[src/rtl/bba_pkg.sv]
package bba_pkg;

  // Fixed field widths of the request, result and register words.
  localparam int ADDR_W    = 32;
  localparam int SIZE_W    = 17;
  localparam int COUNT_W   = 9;
  localparam int CFG_W     = 32;
  localparam int CFG_IDX_W = 2;

  // The used map is stored as rows of ROW_W bits.
  localparam int ROW_W     = 32;
  localparam int ROW_BIT_W = 5;

  localparam logic [ADDR_W-1:0]  BASE_ADDRESS_RESET = '0;
  localparam logic [SIZE_W-1:0]  BLOCK_SIZE_RESET   = 17'd16;
  localparam logic [COUNT_W-1:0] BLOCK_COUNT_RESET  = 9'd256;

  typedef enum logic [CFG_IDX_W-1:0] {
    REG_BASE  = 2'd0,
    REG_SIZE  = 2'd1,
    REG_COUNT = 2'd2
  } cfg_reg_t;

  typedef enum logic {
    OP_ALLOC = 1'b0,
    OP_FREE  = 1'b1
  } op_t;

  typedef enum logic [1:0] {
    ST_DONE     = 2'd0,
    ST_FULL     = 2'd1,
    ST_BAD_ADDR = 2'd2,
    ST_NOT_USED = 2'd3
  } status_t;

  typedef struct packed {
    op_t               operation;
    logic [ADDR_W-1:0] address;
  } req_t;

  typedef struct packed {
    logic [ADDR_W-1:0] block_address;
    status_t           status;
    logic              all_free;
  } rsp_t;

endpackage

[src/rtl/bba_divider.sv]
module bba_divider (
  input  logic                         clk,
  input  logic                         rst,
  input  logic                         start,
  input  logic [bba_pkg::ADDR_W-1:0]   dividend,
  input  logic [bba_pkg::SIZE_W-1:0]   divisor,
  output logic                         done,
  output logic [bba_pkg::ADDR_W-1:0]   quotient,
  output logic [bba_pkg::SIZE_W-1:0]   remainder
);
  import bba_pkg::*;

  localparam int STEP_W = $clog2(ADDR_W);

  logic              busy;
  logic [STEP_W-1:0] step;
  logic [SIZE_W:0]   shifted;
  logic              fits;

  // Restoring division, one quotient bit per cycle, most significant first.
  always_comb begin
    shifted = {remainder, quotient[ADDR_W-1]};
    fits    = (shifted >= {1'b0, divisor});
  end

  always_ff @(posedge clk) begin
    if (rst) begin
      busy <= 1'b0;
      done <= 1'b0;
      step <= '0;
    end else begin
      done <= 1'b0;
      if (start) begin
        busy      <= 1'b1;
        step      <= '0;
        quotient  <= dividend;
        remainder <= '0;
      end else if (busy) begin
        if (fits) begin
          remainder <= SIZE_W'(shifted - {1'b0, divisor});
        end else begin
          remainder <= shifted[SIZE_W-1:0];
        end
        quotient <= {quotient[ADDR_W-2:0], fits};
        step     <= step + 1'b1;
        if (step == STEP_W'(ADDR_W - 1)) begin
          busy <= 1'b0;
          done <= 1'b1;
        end
      end
    end
  end

endmodule

[src/rtl/bba_bitmap.sv]
module bba_bitmap #(
  parameter int ROWS   = 8,
  parameter int ROW_AW = 3
) (
  input  logic                       clk,
  input  logic                       rst,
  input  logic                       rd_en,
  input  logic [ROW_AW-1:0]          rd_row,
  output logic [bba_pkg::ROW_W-1:0]  rd_data,
  input  logic                       wr_en,
  input  logic [ROW_AW-1:0]          wr_row,
  input  logic [bba_pkg::ROW_W-1:0]  wr_data
);
  import bba_pkg::*;

  logic [ROW_W-1:0] mem [ROWS];
  logic [ROWS-1:0]  row_valid;

  // A row that was never written since reset reads as all free.
  always_ff @(posedge clk) begin
    if (rst) begin
      row_valid <= '0;
    end else if (wr_en) begin
      row_valid[wr_row] <= 1'b1;
    end
  end

  always_ff @(posedge clk) begin
    if (wr_en) begin
      mem[wr_row] <= wr_data;
    end
    if (rd_en) begin
      rd_data <= row_valid[rd_row] ? mem[rd_row] : '0;
    end
  end

endmodule

[src/rtl/bitmap_block_allocator.sv]
// An allocate reads and checks one 32-block row at a time, then forms the address by a
// multiply and an add; a free runs the bit-serial divider (one bit a cycle) first.
// Throughput: one word at a time; the next word is taken once the result is in the output
// register, so a result waiting on rsp_stall does not hold up the next request.
// Reset (rst, synchronous, active high) restores the register defaults and marks every
// block free at once through per-row valid bits; no clearing pass is needed.
module bitmap_block_allocator #(
  parameter int MAX_BLOCKS = 256
) (
  input  logic                          clk,
  input  logic                          rst,
  input  logic                          cfg_write,
  input  logic [bba_pkg::CFG_IDX_W-1:0] cfg_index,
  input  logic [bba_pkg::CFG_W-1:0]     cfg_data,
  input  logic                          req_valid,
  output logic                          req_stall,
  input  bba_pkg::req_t                 req,
  output logic                          rsp_valid,
  input  logic                          rsp_stall,
  output bba_pkg::rsp_t                 rsp
);
  import bba_pkg::*;

  // The map is organized as rows of ROW_W bits; a block index is {row, bit}.
  localparam int ROWS    = (MAX_BLOCKS + ROW_W - 1) / ROW_W;
  localparam int ROW_AW  = (ROWS > 1) ? $clog2(ROWS) : 1;
  localparam int IDX_W   = ROW_AW + ROW_BIT_W;
  localparam int CMP_W   = IDX_W + 1;
  localparam int CLAMP_W = (CMP_W > COUNT_W) ? CMP_W : COUNT_W;
  localparam int PROD_W  = IDX_W + SIZE_W;

  typedef enum logic [3:0] {
    S_IDLE,
    S_SCAN_RD,
    S_SCAN_CHK,
    S_MUL,
    S_ADD,
    S_DIV,
    S_FREE_RD,
    S_FREE_CHK,
    S_RESULT
  } state_t;

  // Configuration registers.
  logic [ADDR_W-1:0]  base_address;
  logic [SIZE_W-1:0]  block_size;
  logic [COUNT_W-1:0] block_count;

  // Sequencer state and working registers.
  state_t            state;
  logic [ROW_AW-1:0] scan_row;
  logic [IDX_W-1:0]  idx;
  logic [PROD_W-1:0] product;
  logic [ADDR_W-1:0] blk_addr;
  status_t           status;
  logic [CMP_W-1:0]  used_count;

  // Derived values.
  logic [SIZE_W-1:0]  eff_size;
  logic [CLAMP_W-1:0] count_wide;
  logic [CMP_W-1:0]   eff_count;
  logic               accept;

  // Row scan.
  logic [ROW_W-1:0]     rd_data;
  logic [ROW_W-1:0]     free_bits;
  logic                 found;
  logic [ROW_BIT_W-1:0] pos;
  logic [CMP_W-1:0]     next_row_base;
  logic                 last_row;

  // Free check.
  logic [ROW_AW-1:0]    idx_row;
  logic [ROW_BIT_W-1:0] idx_bit;

  // Bitmap and divider controls.
  logic              map_rd_en;
  logic [ROW_AW-1:0] map_rd_row;
  logic              map_wr_en;
  logic [ROW_AW-1:0] map_wr_row;
  logic [ROW_W-1:0]  map_wr_data;
  logic              div_start;
  logic              div_done;
  logic [ADDR_W-1:0] div_quot;
  logic [SIZE_W-1:0] div_rem;

  // A block size of zero behaves as one byte; the block count saturates at capacity.
  always_comb begin
    eff_size   = (block_size == '0) ? SIZE_W'(1) : block_size;
    count_wide = (CLAMP_W'(block_count) > CLAMP_W'(MAX_BLOCKS)) ?
                 CLAMP_W'(MAX_BLOCKS) : CLAMP_W'(block_count);
    eff_count  = CMP_W'(count_wide);
  end

  // The block only takes a request word while the sequencer is idle.
  assign req_stall = (state != S_IDLE);
  assign accept    = req_valid && !req_stall;

  // Free bits of the row just read, limited to blocks below the block count. The lowest
  // free one wins.
  always_comb begin
    found = 1'b0;
    pos   = '0;
    for (int j = 0; j < ROW_W; j++) begin
      free_bits[j] = !rd_data[j] && (CMP_W'({scan_row, ROW_BIT_W'(j)}) < eff_count);
    end
    for (int j = ROW_W - 1; j >= 0; j--) begin
      if (free_bits[j]) begin
        found = 1'b1;
        pos   = ROW_BIT_W'(j);
      end
    end
    next_row_base = CMP_W'({scan_row, ROW_BIT_W'(0)}) + CMP_W'(ROW_W);
    last_row      = (next_row_base >= eff_count);
  end

  assign idx_row = idx[IDX_W-1:ROW_BIT_W];
  assign idx_bit = idx[ROW_BIT_W-1:0];

  // Map accesses: one read per row visited, a read-modify-write when a bit changes.
  always_comb begin
    map_rd_en   = (state == S_SCAN_RD) || (state == S_FREE_RD);
    map_rd_row  = (state == S_SCAN_RD) ? scan_row : idx_row;
    map_wr_en   = ((state == S_SCAN_CHK) && found) ||
                  ((state == S_FREE_CHK) && rd_data[idx_bit]);
    map_wr_row  = (state == S_SCAN_CHK) ? scan_row : idx_row;
    map_wr_data = (state == S_SCAN_CHK) ?
                  (rd_data | (ROW_W'(1) << pos)) :
                  (rd_data & ~(ROW_W'(1) << idx_bit));
  end

  // The divider runs only for a free whose address is at or above the pool base.
  assign div_start = accept && (req.operation == OP_FREE) && (req.address >= base_address);

  bba_divider u_divider (
    .clk       (clk),
    .rst       (rst),
    .start     (div_start),
    .dividend  (req.address - base_address),
    .divisor   (eff_size),
    .done      (div_done),
    .quotient  (div_quot),
    .remainder (div_rem)
  );

  bba_bitmap #(
    .ROWS   (ROWS),
    .ROW_AW (ROW_AW)
  ) u_bitmap (
    .clk     (clk),
    .rst     (rst),
    .rd_en   (map_rd_en),
    .rd_row  (map_rd_row),
    .rd_data (rd_data),
    .wr_en   (map_wr_en),
    .wr_row  (map_wr_row),
    .wr_data (map_wr_data)
  );

  // Register writes never touch the used map.
  always_ff @(posedge clk) begin
    if (rst) begin
      base_address <= BASE_ADDRESS_RESET;
      block_size   <= BLOCK_SIZE_RESET;
      block_count  <= BLOCK_COUNT_RESET;
    end else if (cfg_write) begin
      unique case (cfg_reg_t'(cfg_index))
        REG_BASE:  base_address <= cfg_data[ADDR_W-1:0];
        REG_SIZE:  block_size   <= cfg_data[SIZE_W-1:0];
        REG_COUNT: block_count  <= cfg_data[COUNT_W-1:0];
        default: ;
      endcase
    end
  end

  // The sequencer. used_count tracks every set bit of the map, including bits left above a
  // lowered block count, so the all-free flag needs no sweep of the map.
  always_ff @(posedge clk) begin
    if (rst) begin
      state      <= S_IDLE;
      used_count <= '0;
      rsp_valid  <= 1'b0;
      scan_row   <= '0;
      status     <= ST_DONE;
    end else begin
      // A word taken from the output register empties it, unless a new result
      // is loaded in the same cycle.
      if (rsp_valid && !rsp_stall && (state != S_RESULT)) begin
        rsp_valid <= 1'b0;
      end
      unique case (state)
        S_IDLE: begin
          if (accept) begin
            blk_addr <= '0;
            scan_row <= '0;
            if (req.operation == OP_ALLOC) begin
              if (eff_count == '0) begin
                status <= ST_FULL;
                state  <= S_RESULT;
              end else begin
                status <= ST_DONE;
                state  <= S_SCAN_RD;
              end
            end else if (req.address < base_address) begin
              status <= ST_BAD_ADDR;
              state  <= S_RESULT;
            end else begin
              status <= ST_DONE;
              state  <= S_DIV;
            end
          end
        end
        S_SCAN_RD: begin
          state <= S_SCAN_CHK;
        end
        S_SCAN_CHK: begin
          if (found) begin
            idx        <= {scan_row, pos};
            used_count <= used_count + 1'b1;
            state      <= S_MUL;
          end else if (last_row) begin
            status <= ST_FULL;
            state  <= S_RESULT;
          end else begin
            scan_row <= scan_row + 1'b1;
            state    <= S_SCAN_RD;
          end
        end
        S_MUL: begin
          product <= PROD_W'(idx) * PROD_W'(eff_size);
          state   <= S_ADD;
        end
        S_ADD: begin
          // The block address wraps modulo 2^32.
          blk_addr <= base_address + ADDR_W'(product);
          state    <= S_RESULT;
        end
        S_DIV: begin
          if (div_done) begin
            // Outside the pool or off a block boundary.
            if ((div_rem != '0) || (div_quot >= ADDR_W'(eff_count))) begin
              status <= ST_BAD_ADDR;
              state  <= S_RESULT;
            end else begin
              idx   <= div_quot[IDX_W-1:0];
              state <= S_FREE_RD;
            end
          end
        end
        S_FREE_RD: begin
          state <= S_FREE_CHK;
        end
        S_FREE_CHK: begin
          if (rd_data[idx_bit]) begin
            used_count <= used_count - 1'b1;
            status     <= ST_DONE;
          end else begin
            status <= ST_NOT_USED;
          end
          state <= S_RESULT;
        end
        S_RESULT: begin
          if (!rsp_valid || !rsp_stall) begin
            rsp.block_address <= blk_addr;
            rsp.status        <= status;
            rsp.all_free      <= (used_count == '0);
            rsp_valid         <= 1'b1;
            state             <= S_IDLE;
          end
        end
        default: begin
          state <= S_IDLE;
        end
      endcase
    end
  end

endmodule

[config.mk]
export PLATFORM = sky130hd
export DESIGN_NAME = bitmap_block_allocator
export DESIGN_NICKNAME = d
export VERILOG_FILES = /design/src/rtl/bba_pkg.sv /design/src/rtl/bba_divider.sv /design/src/rtl/bba_bitmap.sv /design/src/rtl/bitmap_block_allocator.sv
export SDC_FILE = /design/constraint.sdc
export NUM_CORES = 1
export LEC_CHECK = 0
export BUFFER_PORTS_ARGS = -buffer_cell sky130_fd_sc_hd__buf_2
export CAP_MARGIN = 0
export CORE_ASPECT_RATIO = 0.9
export CORE_MARGIN = 2
export CORE_UTILIZATION = 33
export DETAILED_ROUTE_END_ITERATION = 10
export GPL_ROUTABILITY_DRIVEN = 0
export PLACE_DENSITY = 0.53
export SLEW_MARGIN = 10
export SYNTH_ARGS = -nofsm -noshare
export SYNTH_HDL_FRONTEND = slang
export SYNTH_HIERARCHICAL = 1
export SYNTH_SLANG_ARGS = --single-unit
[constraint.sdc]
create_clock -name clk -period 7.3 [get_ports clk]
set_clock_uncertainty 0.05 [all_clocks]
set_input_delay 2.19 -clock clk [delete_from_list [all_inputs] [get_ports clk]]
set_output_delay 2.19 -clock clk [all_outputs]
set_load 0.05 [all_outputs]
==> flow_summary.ini <==
[setup_path]
r2r-start = block_size[13]$_SDFFE_PP0P_
reg2reg_to = product[24]$_DFFE_PP_
critPathArrivalTime_ns = 6.98
cp.required_ns = 7.62
crit_family = compound AO/OA/AOI/OAI gates
critPathSlowestCell = fa_1
r2r_cells = 19
cp_common_cell = fa_1
worstPathCellList = nor4_1, a41oi_1, inv_1, nand2_1, fa_1, fa_1, inv_1, fa_1, fa_1, ha_1, o211ai_1, a21oi_1, a221oi_1, o21ai_0, o211a_1, o21a_1, o21a_1, o41ai_1, xnor2_1
critPathMaxFanout = 11
rrSetupSlack_ns = 0.63
crit_buf_inv = 2
cp_slowest_stage_delay_ns = 0.55
cp-end-kind = flip-flop
path_class = flip-flop to flip-flop
cp-start-kind = flip-flop

[yosys]
netlist_area_um2 = 31000
async_reset_ff_share_pct = 0
yosysTopAreaCellShare_pct = 42.3
synthFlopType = edfxtp_1
synth_area_leaders = edfxtp_1 (42%), fa_1 (6.1%), dfxtp_1 (5.9%)
yosys.area_share.adder_pct = 11.9
synth_xor_area_share_pct = 2.34
synth_nets = 3027
synth_edf_count = 437
synth_top_family_by_area = simple AND/OR/NAND/NOR gates
synth-simple-area-share_pct = 12.8
synth_cell_types = 100
synth_top_cell_by_area = edfxtp_1
ys_warn_count = 6
synth-compound-area-share_pct = 11.3
synth.ff_latch_count = 529
ys_seq_area_share_pct = 48.2
avgSynthCellArea_um2 = 11.4
synth_cells = 2715
synthMuxAreaShare_pct = 8.81

[sta]
finalHoldViolations = 0
rsz0062_at_grt = no
fin_crit_sh_pct = 91.3
min_period_ns = 6.67
finalMaxSlewViolations = 0
tns_ns = 0
slew_headroom_pct = 19.9
worst_pin_slew_ns = 1.20
whs_ns = 0.361
max_freq_mhz = 150
setup_viol = 0
fin_ws_ns = 0.632

[floorplan]
die_w_um = 327
rows = 106
die-area_um2 = 96600
coreArea_um2 = 93100
die_h_um = 295
initial_utilization_pct = 33.3
io_pins = 109

[placement]
io_buffers = 108
placed_cell_area_um2 = 32900
pre_cts_slack_ns = 0.614
post-dp-hpwl_mm = 62.3

[pwr]
p_per_area_nw_per_um2 = 265
ir_drop_mv = 0.196
leakage_nw = 13.0

[drt]
routed_wl_mm = 85.8
drtIter0Drc = 1932
vias = 21722
drtAntennaViolNets = 0
drc = 0
first_pass_iters = 5
wire_per_inst_um = 21.1
drt-vias-per-instance = 5.34

[clocking]
cts-root-buf = clkbuf_16
cts_tree = yes
clkTransAtPathRegs_ns = 0.06
htreeDepth = 2
cts_hold_buf = 0
numClockSinks = 529
postCtsResizedCells = 0
clk_latency_ns = 0.64
cts_buffer_depth = 3
cts_buffers = 60
cts_post_setup_buffers_inserted = 0

[grt]
use_met3_pct = 3.15
grt_pass1_wl_mm = 132
first_global_vias = 21754
antenna_found_initial = 8
grt_overflow = 0
met1_usage_pct = 25.0
grt_usage_pct = 17.6
grt_max_degree = 53
use_met2_pct = 27.6
busiest_layer = met2

[finish]
drive_above_1_share_pct = 15.0
nets = 3090
finalInstanceArea_um2 = 34800
area_growth_syn_to_layout_pct = 12.2

[status]
status = finished clean

[hold_path]
whs_endpoint = rsp[31]$_DFFE_PP_
hp-class = flip-flop to flip-flop
holdCritStartpoint = blk_addr[28]$_SDFFCE_PN0P_
holdPathStages = 0

[flow_run]
cap_violations = 0
## stage by stage
step	util, %	power (mW)	std cells
after floorplan	-	5.55	2715
after global placement	35.3	6.18	3958
after detailed placement	35.3	6.23	3958
after CTS	37.4	9.31	4069
after global routing	37.4	9.66	4069
final	37.4	9.22	4070
## worst reg2reg max path: cells and delay by family, from the launching register on
| family | cells | cell delay (ns) |
|---|---|---|
| AOI/OAI and AO/OA | 9 | 2.53 |
| adders and majority gates | 5 | 2.47 |
| and+or+nand+nor | 2 | 0.57 |
| DFF | 1 | 0.42 |
| buffers and inverters | 2 | 0.27 |
| xor gates and xnor gates | 1 | 0.10 |
## cell usage after synthesis (all sizes together) (35+ instances only)
cell	n
and2	58
nand2	302
nor2	177
xnor2	55
a21oi	148
clkbuf	103
mux2i	61
a21o	40
inv	193
mux4	76
dfxtp	92
mux2	35
edfxtp	437
fa	94
buf	40
ha	146
o21ai	147
nand3	46
## sequential cells by signal, indices dropped and copies added, names as in the netlist, 9 cells and up
name                 cells
u_divider/remainder     17
rsp                     35
product                 25
u_bitmap/mem           256
base_address            32
block_size              17
blk_addr                32
used_count               9
block_count              9
u_bitmap/rd_data        32
u_divider/quotient      32
## cells by family after synthesis
family | after synthesis
and+or+nand+nor | 821
xor gates and xnor gates | 83
adders and majority gates | 240
muxes | 172
DFF | 529
buffers and inverters | 336
AOI/OAI and AO/OA | 534
## where the power goes
part | total [mW] | internal (mW) | switching (mW)
Sequential | 3.95 | 3.73 | 0.228
Clock | 3.05 | 1.77 | 1.28
Combinational | 2.22 | 0.847 | 1.38
Total | 9.22 | 6.34 | 2.88
## worst max-delay path by stage
stage | start | to | cells past startpoint
global placement | block_size[12]$_SDFFE_PP0P_ | product[24]$_DFFE_PP_ | 19
detailed placement | block_size[12]$_SDFFE_PP0P_ | product[24]$_DFFE_PP_ | 19
floorplan | req[0] | u_divider/quotient[0]$_DFFE_PP_ | 15
CTS | block_size[12]$_SDFFE_PP0P_ | product[24]$_DFFE_PP_ | 19
global route | block_size[12]$_SDFFE_PP0P_ | product[24]$_DFFE_PP_ | 19
finish | block_size[13]$_SDFFE_PP0P_ | product[24]$_DFFE_PP_ | 19
## layout by cell type, fill, tap and decap left out, types with 14 or more instances in the layout
cell / instances
nand2_1: 302
mux4_2: 74
clkbuf_16: 60
a21oi_1: 142
nor2b_1: 33
nor3_1: 30
fa_1: 94
mux2i_1: 60
nand2b_1: 25
dfxtp_1: 92
edfxtp_1: 437
a211oi_1: 19
buf_2: 107
nand4_1: 27
nor2_1: 175
buf_4: 36
and2_1: 57
xor2_1: 28
nor4_1: 28
or3_1: 14
o21a_1: 29
inv_1: 192
and3_1: 15
or2_2: 16
xnor2_1: 55
a21o_1: 40
o211ai_1: 18
ha_1: 146
mux2_2: 34
o21ai_0: 132
nand3_1: 45
## area by class of cell
| type | instances | area [um2] |
|---|---|---|
| diodes | 1 | 2.50 |
| clock buffers | 72 | 1590 |
| clock inverters | 39 | 408 |
| fillers | 9052 | 58300 |
| inverters | 193 | 724 |
| multi-input cells | 1850 | 14800 |
| flip-flops and latches | 529 | 15000 |
| well taps | 1242 | 1550 |
| repair buffers | 144 | 826 |
## metal layers
layer | wire (um) | vias up
met5 | 56 | -
met1 | 39700 | 10802
li1 | - | 10014
met3 | 5760 | 170
met4 | 2190 | 10
met2 | 38100 | 726
(Power assumes the default switching activity.)
